### src/rtl/rbnh_pkg.sv
// shared types, constants and register codes for the ray box nearest hit block
package rbnh_pkg;

	localparam int FRAC_BITS = 16;
	localparam int COORD_W   = 32;
	localparam int DIFF_W    = COORD_W + 1;
	localparam int PROD_W    = DIFF_W + COORD_W;
	localparam int DIST_W    = 31;
	localparam int REG_IDX_W = 3;
	localparam int ADDR_W    = REG_IDX_W + 2;

	localparam logic [DIST_W-1:0] DIST_MAX = {DIST_W{1'b1}};
	localparam logic signed [COORD_W-1:0] T_MAX = {1'b0, {(COORD_W-1){1'b1}}};
	localparam logic signed [COORD_W-1:0] T_MIN = {1'b1, {(COORD_W-1){1'b0}}};
	localparam logic signed [COORD_W-1:0] RECIP_ONE = COORD_W'(1) <<< FRAC_BITS;

	localparam logic [REG_IDX_W-1:0] REG_ORIGIN_X  = 3'd0;
	localparam logic [REG_IDX_W-1:0] REG_ORIGIN_Y  = 3'd1;
	localparam logic [REG_IDX_W-1:0] REG_ORIGIN_Z  = 3'd2;
	localparam logic [REG_IDX_W-1:0] REG_RECIP_X   = 3'd3;
	localparam logic [REG_IDX_W-1:0] REG_RECIP_Y   = 3'd4;
	localparam logic [REG_IDX_W-1:0] REG_RECIP_Z   = 3'd5;
	localparam logic [REG_IDX_W-1:0] REG_MAX_DIST  = 3'd6;
	localparam logic [REG_IDX_W-1:0] REG_TAG_MASK  = 3'd7;

	typedef struct packed {
		logic signed [COORD_W-1:0] box_min_x;
		logic signed [COORD_W-1:0] box_min_y;
		logic signed [COORD_W-1:0] box_min_z;
		logic signed [COORD_W-1:0] box_max_x;
		logic signed [COORD_W-1:0] box_max_y;
		logic signed [COORD_W-1:0] box_max_z;
		logic [31:0]               item_id;
		logic [31:0]               item_tag;
		logic                      first_item;
		logic                      last_item;
	} item_t;

	typedef struct packed {
		logic              hit_found;
		logic [DIST_W-1:0] hit_distance;
		logic [31:0]       hit_id;
		logic [31:0]       hit_tag;
	} result_t;

	// what the merge stage hands to the nearest hit keeper
	typedef struct packed {
		logic              valid;
		logic              first;
		logic              last;
		logic              hit;
		logic [DIST_W-1:0] hit_dist;
		logic [31:0]       id;
		logic [31:0]       tag;
	} cand_t;

	// sideband carried along the pipeline next to the lanes
	typedef struct packed {
		logic        tag_ok;
		logic        first;
		logic        last;
		logic [31:0] id;
		logic [31:0] tag;
	} side_t;

endpackage

### src/rtl/rbnh_merge.sv
// merges the three lanes into entry/exit distances and a hit decision
module rbnh_merge (
	input  logic                                clk,
	input  logic                                en,
	input  logic signed [rbnh_pkg::COORD_W-1:0] lo_x,
	input  logic signed [rbnh_pkg::COORD_W-1:0] lo_y,
	input  logic signed [rbnh_pkg::COORD_W-1:0] lo_z,
	input  logic signed [rbnh_pkg::COORD_W-1:0] hi_x,
	input  logic signed [rbnh_pkg::COORD_W-1:0] hi_y,
	input  logic signed [rbnh_pkg::COORD_W-1:0] hi_z,
	input  logic [rbnh_pkg::DIST_W-1:0]         max_distance,
	output logic                                hit_s5,
	output logic [rbnh_pkg::DIST_W-1:0]         dist_s5
);

	logic signed [rbnh_pkg::COORD_W-1:0] lo_xy, hi_xy, tmin, tmax;
	logic signed [rbnh_pkg::COORD_W-1:0] tmin_s4, tmax_s4;
	logic [rbnh_pkg::DIST_W-1:0]         t;
	logic                                slab_hit;

	always_comb begin
		lo_xy = (lo_x > lo_y) ? lo_x : lo_y;
		tmin  = (lo_xy > lo_z) ? lo_xy : lo_z;
		hi_xy = (hi_x < hi_y) ? hi_x : hi_y;
		tmax  = (hi_xy < hi_z) ? hi_xy : hi_z;
	end

	// ray starting inside the box clamps the entry distance to zero
	always_comb begin
		slab_hit = !tmax_s4[rbnh_pkg::COORD_W-1] && !(tmin_s4 > tmax_s4);
		t        = tmin_s4[rbnh_pkg::COORD_W-1] ? '0 : tmin_s4[rbnh_pkg::DIST_W-1:0];
	end

	always_ff @(posedge clk) begin
		if (en) begin
			tmin_s4 <= tmin;
			tmax_s4 <= tmax;
			hit_s5  <= slab_hit && (t <= max_distance);
			dist_s5 <= t;
		end
	end

endmodule

### config.mk
export PLATFORM = sky130hd
export DESIGN_NAME = rbnh_merge
export DESIGN_NICKNAME = d
export VERILOG_FILES = /design/src/rtl/rbnh_pkg.sv /design/src/rtl/rbnh_merge.sv
export SDC_FILE = /design/constraint.sdc
export NUM_CORES = 1
export LEC_CHECK = 0
export ABC_AREA = 0
export BUFFER_PORTS_ARGS = -buffer_cell sky130_fd_sc_hd__clkbuf_2
export CORE_AREA = 2 2 131 159
export CTS_CLUSTER_SIZE = 14
export DETAILED_ROUTE_END_ITERATION = 8
export DIE_AREA = 0 0 133 161
export PLACE_DENSITY = 0.77
export SLEW_MARGIN = 20
export SYNTH_ARGS = -nofsm -noshare
export SYNTH_HDL_FRONTEND = slang
export SYNTH_SLANG_ARGS = --single-unit
### constraint.sdc
create_clock -name clk -period 5 [get_ports clk]
set_clock_uncertainty 0.05 [all_clocks]
set_input_delay 0.25 -clock clk [delete_from_list [all_inputs] [get_ports clk]]
set_output_delay 0.25 -clock clk [all_outputs]
set_load 0.005 [all_outputs]
==> impl_results.md <==
- DP HPWL: 22900 um
- Total vias in the final route: 8690
- Pin count of the biggest net entering global routing: 52
- Startpoint Class: primary input
- IO Count: 257
- Largest cells by area after synthesis: edfxtp_1, ha_1, inv_1
- Peak VDD IR: 0.162 mV
- Number of global-route vias before repair: 8848
- Pre-Repair DR Iteration Count: 7
- Cells on worst reg2reg path: 10
- Tot GR Track Use: 24.6%
- GR Overflow Total: 0
- Hold slack: 0.170 ns
- Critical path fanouts, max: 17
- CTS Sinks: 96
- Worst Hold Depth: 2
- Cell leakage power: 6.25 nW
- CP delay by family, top: compound AO/OA/AOI/OAI gates
- Worst path required time: 5.05 ns
- Tmin final: 4.73 ns
- Root Buffer: clkbuf_16
- Initial antenna violation count: 2
- Syn Area/Cell: 9.10 um^2
- Max Cap Viol: 0
- Final Wtd Congestion: 0.959
- Post-Synthesis Net Count: 1466
- Cts hold-fix bufs: 0
- Pins Over Slew Limit: 0
- Drt initial violations: 575
- Final Net Count: 1742
- Max stage delay cell, worst path: nor4_1
- Final wirelength: 26400 um
- Share of layout cells above drive strength 1: 28.4%
- Dpl cell area: 11400 um^2
- Prevailing post-synth register cell: edfxtp_1
- Rel. slew slack: 54.0%
- P&R area growth vs syn: 22.2%
- Seq/Total Area, Yosys: 30.1%
- Maximum clock rate: 211 MHz
- Post-Syn Area: 9580 um^2
- Critical Path End Type: flip-flop
- Crit path buf inv count: 4
- Final hold violation count: 0
- DRC errors left: 0
- Starting Density: 48.1%
- PortBufs: 256
- Synth warnings: 0
- Antenna Violating Nets Remaining: 0
- Die ar.: 21400 um^2
- Synth top area share: 30.1%
- DR vias/cell: 5.43
- Clk Latency, worst-skew pair: 0.35 ns
- CTS H-Tree Depth: 3
- Setup_tns: 0 ns
- Chip width: 133 um
- CTS tree: done
- Worst Hold Class: in2reg
- Number of synthesized register bits: 96
- Highest-count cells in the layout ignoring fill and taps: clkbuf_2, inv_1, ha_1
- CTS buffer count: 9
- Chip height: 161 um
- Final setup fails: 0
- First-pass GRT wire length: 41600 um
- Max clock buf depth: 2
- Stages on the worst setup path: 19
- Std cell rows: 57
- Pwr/cell area: 289 nW/um^2
- Crit Path Class: in2reg
- Slowest stage delay, CP: 0.45 ns
- Async SR Flop Fraction: 0%
- Cells after Synth: 1052
- EDFF count, synth: 96
- Worst-margin pin slew: 0.691 ns
- CORE AREA: 19900 um^2
- Fin area: 11700 um^2
- Reg clk slew, reported paths: 0.07 ns
- Post-synth top area cell: edfxtp_1
- Tcrit/Tclk final: 94.6%
- RSZ-0062 raised after global routing: false
- Status: complete, no violations
- Netlist cell types: 49
- Worst path cell trace: clkbuf_2 -> inv_1 -> ha_1 -> a21o_1 -> a221o_1 -> a221o_1 -> o311ai_1 -> a41oi_2 -> buf_6 -> mux2_2 -> ha_1 -> nand4_1 -> nor4_1 -> a31oi_1 -> a21boi_1 -> mux2i_1 -> xor2_2 -> buf_6 -> mux2_2
- Critical Path AT: 4.78 ns
- Wire length per cell: 16.5 um
- Commonest non-fill, non-tap cell in the layout: clkbuf_2
## sequential cells by signal (all words and copies together) (netlist names)
register,count
hit_s5,1
tmax_s4,32
dist_s5,31
tmin_s4,32
## power breakdown
group	switching, mW	internal, mW
clock network	0.296	0.385
registers	0.103	1.11
logic	0.781	0.708
total	1.18	2.20
## what timing repair did
item	CTS	global route
setup buffers	0	0
gates resized for setup	0	8
setup endpoints to repair	0	32
## cells in the mapped netlist (all sizes together), types with 4 or more instances
cell type / count
clkbuf: 24
nand2: 52
a31oi: 37
nor4: 4
nand2b: 4
o211ai: 6
a211oi: 9
nand4: 30
nor2: 55
nand3: 41
a21oi: 42
a21o: 34
inv: 193
nor2b: 41
a2111oi: 4
and4: 10
edfxtp: 96
buf: 4
o21a: 10
o21ai: 58
a221o: 4
ha: 189
nor3: 7
mux2: 64
## final timing paths
check	from	to	slack, ns
setup / recovery	hi_y[9]	tmax_s4[9]$_DFFE_PP_	0.27
hold / removal	hi_z[13]	tmax_s4[13]$_DFFE_PP_	0.17
setup reg to reg	tmin_s4[31]$_DFFE_PP_	hit_s5$_DFFE_PP_	2.08
hold reg to reg	tmin_s4[0]$_DFFE_PP_	dist_s5[0]$_DFFE_PP_	0.57
## per-layer routing
layer	track usage [%]	up-vias	routed length (um)
met5	0	-	0
li1	-	4330	-
met1	27.9	3952	10200
met3	2.32	84	1310
met4	13.7	0	1470
met2	45.2	324	13400
## kinds of logic (layout without fill, tap and decap cells)
kind of cell	Yosys count	in the layout	synth area share [%]
buffers and inverters	221	501	8.90
XOR/XNOR	1	1	0.170
AND/OR/NAND/NOR	254	254	13.5
adder cells (fa/ha/maj)	189	189	24.7
flip-flops	96	96	30.1
AO/OA/AOI/OAI	226	226	15.0
multiplexers	65	65	7.63
other	0	2	0
## layout make-up
class                           instances  area, um^2
Antenna cell                            2        5.00
Clock buffer                           10         229
Clock inverter                          5        56.3
Fill cell                            1763        8200
Inverter                              193         724
Multi-Input combinational cell        735        5880
Sequential cell                        96        2880
Tap cell                              265         332
Timing Repair Buffer                  293        1600
## per-stage QoR
stage	setup slack [ns]	total power, mW	cells	util, %
after floorplan	0.0551	2.15	1052	-
after global placement	0.00799	2.65	1582	57.2
after detailed placement	-0.177	2.71	1582	57.2
after CTS	0.185	3.39	1597	58.7
after global routing	0.00930	3.63	1599	58.8
final	0.269	3.38	1599	58.8
No activity file was read; power rests on OpenSTA's default activity.
