==> config.mk <==
export PLATFORM = sky130hd
export DESIGN_NAME = rbnh_best
export DESIGN_NICKNAME = d
export VERILOG_FILES = /design/src/rtl/rbnh_pkg.sv /design/src/rtl/rbnh_best.sv
export SDC_FILE = /design/constraint.sdc
export NUM_CORES = 1
export LEC_CHECK = 0
export ABC_AREA = 1
export BUFFER_PORTS_ARGS = -buffer_cell sky130_fd_sc_hd__buf_2
export CORE_MARGIN = 8
export CORE_UTILIZATION = 48
export CTS_CLUSTER_SIZE = 10
export DETAILED_ROUTE_END_ITERATION = 10
export PLACE_DENSITY_LB_ADDON = 0.3
export REMOVE_ABC_BUFFERS = 1
export SLEW_MARGIN = 30
export SYNTH_ARGS = -nofsm -noshare
export SYNTH_HDL_FRONTEND = slang
export SYNTH_SLANG_ARGS = --single-unit
==> constraint.sdc <==
create_clock -name clk -period 2.8 [get_ports clk]
set_clock_uncertainty 0.2 [all_clocks]
set_input_delay 0.56 -clock clk [delete_from_list [all_inputs] [get_ports clk]]
set_output_delay 0.56 -clock clk [all_outputs]
set_load 0.05 [all_outputs]
==> src/rtl/rbnh_pkg.sv <==
// shared types, constants and register codes for the ray box nearest hit block
package rbnh_pkg;

	localparam int FRAC_BITS = 16;
	localparam int COORD_W   = 32;
	localparam int DIFF_W    = COORD_W + 1;
	localparam int PROD_W    = DIFF_W + COORD_W;
	localparam int DIST_W    = 31;
	localparam int REG_IDX_W = 3;
	localparam int ADDR_W    = REG_IDX_W + 2;

	localparam logic [DIST_W-1:0] DIST_MAX = {DIST_W{1'b1}};
	localparam logic signed [COORD_W-1:0] T_MAX = {1'b0, {(COORD_W-1){1'b1}}};
	localparam logic signed [COORD_W-1:0] T_MIN = {1'b1, {(COORD_W-1){1'b0}}};
	localparam logic signed [COORD_W-1:0] RECIP_ONE = COORD_W'(1) <<< FRAC_BITS;

	localparam logic [REG_IDX_W-1:0] REG_ORIGIN_X  = 3'd0;
	localparam logic [REG_IDX_W-1:0] REG_ORIGIN_Y  = 3'd1;
	localparam logic [REG_IDX_W-1:0] REG_ORIGIN_Z  = 3'd2;
	localparam logic [REG_IDX_W-1:0] REG_RECIP_X   = 3'd3;
	localparam logic [REG_IDX_W-1:0] REG_RECIP_Y   = 3'd4;
	localparam logic [REG_IDX_W-1:0] REG_RECIP_Z   = 3'd5;
	localparam logic [REG_IDX_W-1:0] REG_MAX_DIST  = 3'd6;
	localparam logic [REG_IDX_W-1:0] REG_TAG_MASK  = 3'd7;

	typedef struct packed {
		logic signed [COORD_W-1:0] box_min_x;
		logic signed [COORD_W-1:0] box_min_y;
		logic signed [COORD_W-1:0] box_min_z;
		logic signed [COORD_W-1:0] box_max_x;
		logic signed [COORD_W-1:0] box_max_y;
		logic signed [COORD_W-1:0] box_max_z;
		logic [31:0]               item_id;
		logic [31:0]               item_tag;
		logic                      first_item;
		logic                      last_item;
	} item_t;

	typedef struct packed {
		logic              hit_found;
		logic [DIST_W-1:0] hit_distance;
		logic [31:0]       hit_id;
		logic [31:0]       hit_tag;
	} result_t;

	// what the merge stage hands to the nearest hit keeper
	typedef struct packed {
		logic              valid;
		logic              first;
		logic              last;
		logic              hit;
		logic [DIST_W-1:0] hit_dist;
		logic [31:0]       id;
		logic [31:0]       tag;
	} cand_t;

	// sideband carried along the pipeline next to the lanes
	typedef struct packed {
		logic        tag_ok;
		logic        first;
		logic        last;
		logic [31:0] id;
		logic [31:0] tag;
	} side_t;

endpackage

==> src/rtl/rbnh_best.sv <==
// keeps the nearest hit over a run of items and holds the result register
module rbnh_best (
	input  logic              clk,
	input  logic              arst_n,
	input  logic              en,
	input  rbnh_pkg::cand_t   cand,
	output logic              result_valid,
	input  logic              result_stall,
	output rbnh_pkg::result_t result
);

	logic                        best_valid_q;
	logic [rbnh_pkg::DIST_W-1:0] best_dist_q;
	logic [31:0]                 best_id_q, best_tag_q;

	logic                        base_valid, upd, take;
	logic [rbnh_pkg::DIST_W-1:0] base_dist;
	logic [31:0]                 base_id, base_tag;
	rbnh_pkg::result_t           next_best;

	assign take = en && cand.valid;

	always_comb begin
		if (cand.first) begin
			base_valid = 1'b0;
			base_dist  = rbnh_pkg::DIST_MAX;
			base_id    = '0;
			base_tag   = '0;
		end else begin
			base_valid = best_valid_q;
			base_dist  = best_dist_q;
			base_id    = best_id_q;
			base_tag   = best_tag_q;
		end
		// on a tie the earlier item stays
		upd = cand.hit && !(base_valid && (cand.hit_dist >= base_dist));
		if (upd) begin
			next_best.hit_found    = 1'b1;
			next_best.hit_distance = cand.hit_dist;
			next_best.hit_id       = cand.id;
			next_best.hit_tag      = cand.tag;
		end else begin
			next_best.hit_found    = base_valid;
			next_best.hit_distance = base_dist;
			next_best.hit_id       = base_id;
			next_best.hit_tag      = base_tag;
		end
	end

	always_ff @(posedge clk or negedge arst_n) begin
		if (!arst_n) begin
			best_valid_q <= 1'b0;
			best_dist_q  <= rbnh_pkg::DIST_MAX;
			best_id_q    <= '0;
			best_tag_q   <= '0;
		end else if (take) begin
			best_valid_q <= next_best.hit_found;
			best_dist_q  <= next_best.hit_distance;
			best_id_q    <= next_best.hit_id;
			best_tag_q   <= next_best.hit_tag;
		end
	end

	always_ff @(posedge clk or negedge arst_n) begin
		if (!arst_n) begin
			result_valid <= 1'b0;
		end else if (take && cand.last) begin
			result_valid <= 1'b1;
		end else if (!result_stall) begin
			result_valid <= 1'b0;
		end
	end

	always_ff @(posedge clk) begin
		if (take && cand.last) begin
			result <= next_best;
		end
	end

endmodule

==> metrics.md, run 1 <==
| Metric | Value |
|---|---|
| Avg Synthesized Cell Area | `8.53 sq um` |
| Worst VDD drop | `409 uV` |
| DPL Wire Length | `16.4 mm` |
| Cell area after synthesis | `0.00982 sq mm` |
| Met3 usage | `4.58%` |
| Depth of the CTS H-tree | `4` |
| Ys Warns | `0` |
| Post-synth EDFFs | `96` |
| DRC | `0` |
| Grt met1 use | `24.6%` |
| Initial core utilization | `48.7%` |
| Clock Sinks | `193` |
| Hold Path Cell Cnt | `3` |
| Slowest-stage cell, CP | `dfstp_2` |
| Clock transition at path regs | `70 ps` |
| Synth-to-Final Area Change | `29.8%` |
| Vias post-DR | `8426` |
| RSZ-0062 raised after global routing | `true` |
| Crit path capture type | `flop` |
| Top_reg_cell synth | `edfxtp_1` |
| Dpl ws | `-495 ps` |
| CP arrival | `2740 ps` |
| Post-Layout Cell Count | `1683` |
| Top cell type's share of synthesized area | `29.4%` |
| Number of cells on the worst reg-to-reg path | `15` |
| CP Launch Type | `flop` |
| Vias in the first global route | `8215` |
| Critical path's largest stage delay | `540 ps` |
| Input/output buffers | `199` |
| Max Slew Vio Count | `0` |
| Antenna diode instance count | `0` |
| Pwr dens | `585 mW/mm^2` |
| Tot Pwr | `7.46 mW` |
| Die Ht | `159 um` |
| Final worst path period share | `98.1%` |
| Area leader, netlist | `edfxtp_1` |
| Sequential fraction of the synthesis area | `54.5%` |
| Setup TNS | `0 ps` |
| Crit path required time | `2790 ps` |
| FP Rows | `52` |
| Tightest Pin Transition | `730 ps` |
| Worst setup margin | `53.8 ps` |
| Synth Instances | `1151` |
| CP max FO | `12` |
| Per-cell routed wire length | `16.1 um` |
| Flops & latches, synth | `193` |
| Area after DPL | `0.0116 sq mm` |
| Total gr overflow | `0` |
| Minimum clock period | `2750 ps` |
| Antenna violations before repair | `3` |
| Reg-to-Reg End | `result[79]` |
| Maximum Capacitance Violations | `0` |
| RR Startpoint | `best_dist_q[28]` |
| Starting DRT DRC Count | `607` |
| Routed vias/inst | `5.01` |
| Die width | `159 um` |
| Final instance area | `0.0127 sq mm` |
| Worst hold margin | `144 ps` |
| Critical path class | `reg2reg` |
| Worst R2R Setup Slack | `50 ps` |
| Hold Violations, Final | `0` |
| Slew HR | `51.3%` |
| Final setup vio count | `0` |
| IO Pins | `200` |
| Worst Setup EP | `result[79]` |
| Critical Path Source | `best_dist_q[28]` |
| Fin nets | `1534` |
| Top cells by area, synth | `edfxtp_1 (29%), dfrtp_1 (17%), nand2_1 (15%), nand3_1 (9.9%), dfstp_2 (8.3%)` |
| TritonCTS clock tree | `done` |
| Count of different cell masters after synthesis | `25` |
| CTS max path bufs | `2` |
| Max Freq | `364 MHz` |
| Asr flop ratio synth | `50.3%` |
| Total Routed Length | `27.1 mm` |
| Busiest grt layer | `met2` |
| Latest clock arrival within the worst-skew pair | `430 ps` |
| First-pass GRT wire length | `40.8 mm` |
| Final Util | `63.2%` |
| Lkg Pwr | `6.38 nW` |
| Largest net degree at the start of global routing | `65` |
| CTS root buf | `clkbuf_16` |
| GR Util met2 | `33.1%` |
| GR Util All Layers | `19.6%` |
| Placed insts | `1633` |
| Antenna Violating Nets Remaining | `0` |
| Die area | `0.0253 sq mm` |
| Layout cells sized above 1 | `29.8%` |
| CP Cell Sequence | `nor2_1 -> ha_1 -> nand2_2 -> nor2_4 -> inv_1 -> nor2_2 -> nand3_1 -> nand2_1 -> nor2_1 -> nand2_2 -> nand2_8 -> nand2_8 -> buf_8 -> nand2_1 -> and2_1` |
| Core area | `0.0202 sq mm` |
| Drt pass-1 iters | `4` |
| Placer Congestion | `0.822` |
| Total clock buffers created by CTS | `17` |
| Status | `complete, no violations` |
| Hold crit path type | `in2reg` |
## routing by layer
| metal | vias up | wire [um] |
|---|---|---|
| li1 | 4172 | - |
| met1 | 3944 | 12200 |
| met2 | 274 | 12700 |
| met3 | 30 | 1840 |
| met4 | 6 | 322 |
| met5 | - | 33 |
## worst min path at each step
stage	startpoint	to
6_report	result_stall	result_valid
5_1_grt	result_stall	result_valid
4_1_cts	result_stall	result_valid
3_5_place_dp	best_dist_q[23]	best_dist_q[23]
3_3_place_gp	best_dist_q[25]	best_dist_q[25]
2_1_floorplan	arst_n	best_id_q[0]
## cell usage in the layout, fill, tap and decap left out, drive strengths merged, types with 3 or more instances in the layout
master,count
nand2,400
buf,280
nand3,195
inv,116
edfxtp,96
and2,95
dfrtp,66
nor2,46
dfstp,31
ha,31
clkbuf,26
a21oi,11
clkinv,11
o21ai,3
## cells by family (layout without fill, tap and decap cells)
kind of cell / Yosys count / after routing / synth area share (%)
buffers and inverters: 174 / 435 / 7.47
AO/OA/AOI/OAI: 15 / 15 / 0.790
flip-flops: 193 / 193 / 54.5
adder cells (fa/ha/maj): 31 / 31 / 3.95
AND/OR/NAND/NOR: 738 / 739 / 33.3
## cell type report
cell class / count / area, sq um
Fill cell: 1730 / 7420
Sequential cell: 193 / 5350
Multi-Input combinational cell: 785 / 4010
Timing Repair Buffer: 290 / 2060
Inverter: 113 / 428
Clock buffer: 17 / 425
Tap cell: 270 / 338
Clock inverter: 15 / 133
## cell usage after synthesis, types with 3 or more instances
master,count
edfxtp_1,96
inv_1,111
dfrtp_1,66
ha_1,31
o21ai_0,3
and2_1,95
a21oi_1,11
buf_6,6
dfstp_2,31
nor2_1,45
buf_1,15
nand2_1,397
buf_2,4
nand3_1,195
buf_4,5
clkbuf_1,30
## worst max-delay path: cells and delay by family (launching register included)
| kind | cells | cell delay [ps] |
|---|---|---|
| adders and majority gates | 1 | 310 |
| buffers and inverters | 2 | 250 |
| DFF | 1 | 540 |
| and+or+nand+nor | 12 | 1200 |
## registers in the layout, indices dropped and copies added (netlist names)
register      cells
result           96
best_tag_q       32
best_id_q        32
best_dist_q      31
result_valid      1
best_valid_q      1
## power breakdown
part	total, mW	switching (mW)	internal, mW	leakage (nW)
clock network	2.32	1.15	1.16	0.272
logic	1.64	0.985	0.660	4.07
registers	3.49	0.137	3.36	2.04
total	7.46	2.28	5.18	6.38
## what timing repair did
action                                  CTS  global route
endpoints found under the setup margin   56           129
hold endpoints to repair                 41             0
gates cloned                              0            16
setup buffers                             0             1
hold buffers                              1             0
pin swaps                                 0            13
gates resized for setup                   1            80
No activity file was read; power rests on OpenSTA's default activity.
==> inputs of run 2 (changes only) <==
CORE_UTILIZATION = 30   (was 48)
CTS_BUF_LIST = sky130_fd_sc_hd__clkbuf_16   (was not set)
==> metrics.md, run 2 (synthesized netlist as in run 1, its figures left out) <==
| Metric | Value |
|---|---|
| RSZ-0062 raised after global routing | `true` |
| Crit path required time | `2780 ps` |
| Antenna diode instance count | `0` |
| Worst setup margin | `-1.81 ps` |
| Depth of the CTS H-tree | `4` |
| Core area | `0.0324 sq mm` |
| Lkg Pwr | `6.70 nW` |
| Latest clock arrival within the worst-skew pair | `430 ps` |
| Hold Violations, Final | `0` |
| Final instance area | `0.0137 sq mm` |
| Initial core utilization | `30.3%` |
| FF+latch area | `0.00535 sq mm` |
| IO Pins | `200` |
| Antenna violations before repair | `2` |
| Minimum clock period | `2800 ps` |
| TritonCTS clock tree | `done` |
| Max Slew Vio Count | `0` |
| CTS max path bufs | `2` |
| Placer Congestion | `0.768` |
| Max Freq | `357 MHz` |
| Total Routed Length | `30.7 mm` |
| FP Rows | `66` |
| Maximum Capacitance Violations | `0` |
| Status | `complete, but fails checks` |
| Slew HR | `54.8%` |
| DRC | `0` |
| Worst VDD drop | `365 uV` |
| Placed insts | `1823` |
| Most frequent cells in the layout | `nand2_1 (319), buf_2 (197), nand3_1 (178)` |
| Vias post-DR | `8482` |
| GR Util All Layers | `14.2%` |
| Die width | `197 um` |
| Most common cell after layout, fill and taps aside | `nand2_1` |
| Clock transition at path regs | `70 ps` |
| Final worst path period share | `100%` |
| Clock Sinks | `193` |
| DPL Wire Length | `18.5 mm` |
| CTS root buf | `clkbuf_16` |
| Vias in the first global route | `8328` |
| Synth-to-Final Area Change | `39.6%` |
| Routed vias/inst | `4.53` |
| CP max FO | `8` |
| Largest regs | `result (96), best_id_q (32), best_tag_q (32)` |
| CP Launch Type | `flop` |
| Pwr dens | `576 mW/mm^2` |
| Area occupied by multi-input gates | `0.00462 sq mm` |
| Hold crit path type | `in2reg` |
| Die Ht | `197 um` |
| Total clock buffers created by CTS | `17` |
| Largest reg by FF count | `result` |
| Tightest Pin Transition | `679 ps` |
| Starting DRT DRC Count | `447` |
| Final setup vio count | `2` |
| Antenna Violating Nets Remaining | `0` |
| Die area | `0.0388 sq mm` |
| Largest register FFs | `96` |
| Input/output buffers | `199` |
| Largest net degree at the start of global routing | `65` |
| Area after DPL | `0.0119 sq mm` |
| First-pass GRT wire length | `44.3 mm` |
| Total gr overflow | `0` |
| Failing checks | `negative setup slack` |
| Per-cell routed wire length | `16.4 um` |
| Dpl ws | `-463 ps` |
| Fin nets | `1553` |
| Post-Layout Cell Count | `1873` |
| CP arrival | `2790 ps` |
| Layout cells sized above 1 | `38.1%` |
| Drt pass-1 iters | `5` |
| FILL cells | `3228` |
| Crit path capture type | `flop` |
| Critical path class | `reg2reg` |
-- run 2: cell types whose count changed in the layout (fill, tap and decap cells not counted), moves of 18 or more --
cell,change
and2_1,-35
and2_4,+35
buf_4,+20
nand2_1,-50
nand2_2,+18
nand2_4,+34
-- run 2: per-stage QoR --
step	hold WS [ps]	setup TNS (ps)	utilization (%)	power [mW]
6_report	144	-1.92	42.3	7.89
5_1_grt	160	-9200	42.3	8.31
4_1_cts	121	-87.2	38.7	7.58
3_5_place_dp	257	-66790	36.8	5.05
3_3_place_gp	256	-62710	36.8	5.01
2_1_floorplan	64.4	-580920	-	4.45
-- run 2: final cells by class --
type | count | share of cell area [%]
clock buffer | 17 | 3.10
clock inverter | 14 | 1.11
inverter | 113 | 3.11
multi-input combinational | 787 | 33.7
sequential | 193 | 39.0
tap | 442 | 4.04
timing repair buffer | 307 | 15.9
-- run 2: power breakdown --
group / internal (mW) / switching (mW)
Sequential: 3.36 / 0.143
Combinational: 0.797 / 1.10
Clock: 1.39 / 1.11
Total: 5.54 / 2.35
-- run 2: layer usage --
metal / vias to the layer above / global-route usage, % / share of wire [%]
li1: 4204 / - / -
met1: 4035 / 18.8 / 48
met3: 26 / 3.79 / 5.4
met4: 4 / 2.84 / 1.2
met5: - / 0 / 0.082
met2: 213 / 23.0 / 46
-- run 2: path summary, 6_finish.rpt --
path	slack (ps)	depth (start not counted)	endpoint	from
max reg2reg	-2	15	result[52]	best_dist_q[20]
min reg2reg	270	2	best_dist_q[11]	best_dist_q[11]
max in group asynchronous	1360	3	best_dist_q[12]	arst_n
max	-2	15	result[52]	best_dist_q[20]
min in group asynchronous	390	2	best_valid_q	arst_n
min	140	3	result_valid	result_stall
-- run 2: what timing repair did --
item | CTS | global route
gates resized for setup | 6 | 234
gates cloned | 0 | 15
setup buffers | 0 | 3
endpoints found under the hold margin | 1 | 0
hold buffers | 1 | 0
pin swaps | 0 | 43
endpoints found under the setup margin | 47 | 170
-- run 2: critical path, cell delays in order (launching register included) --
cell,delay (ps)
dfstp_2,530
nor2_1,50
ha_1,290
nand2_1,80
nor2_2,140
nand2_2,90
nor2_4,110
nand3_2,80
nand2_2,90
nor2_4,40
nand2_4,100
nand2_8,120
nand2_8,210
clkbuf_16,220
nand2_4,50
and2_4,130
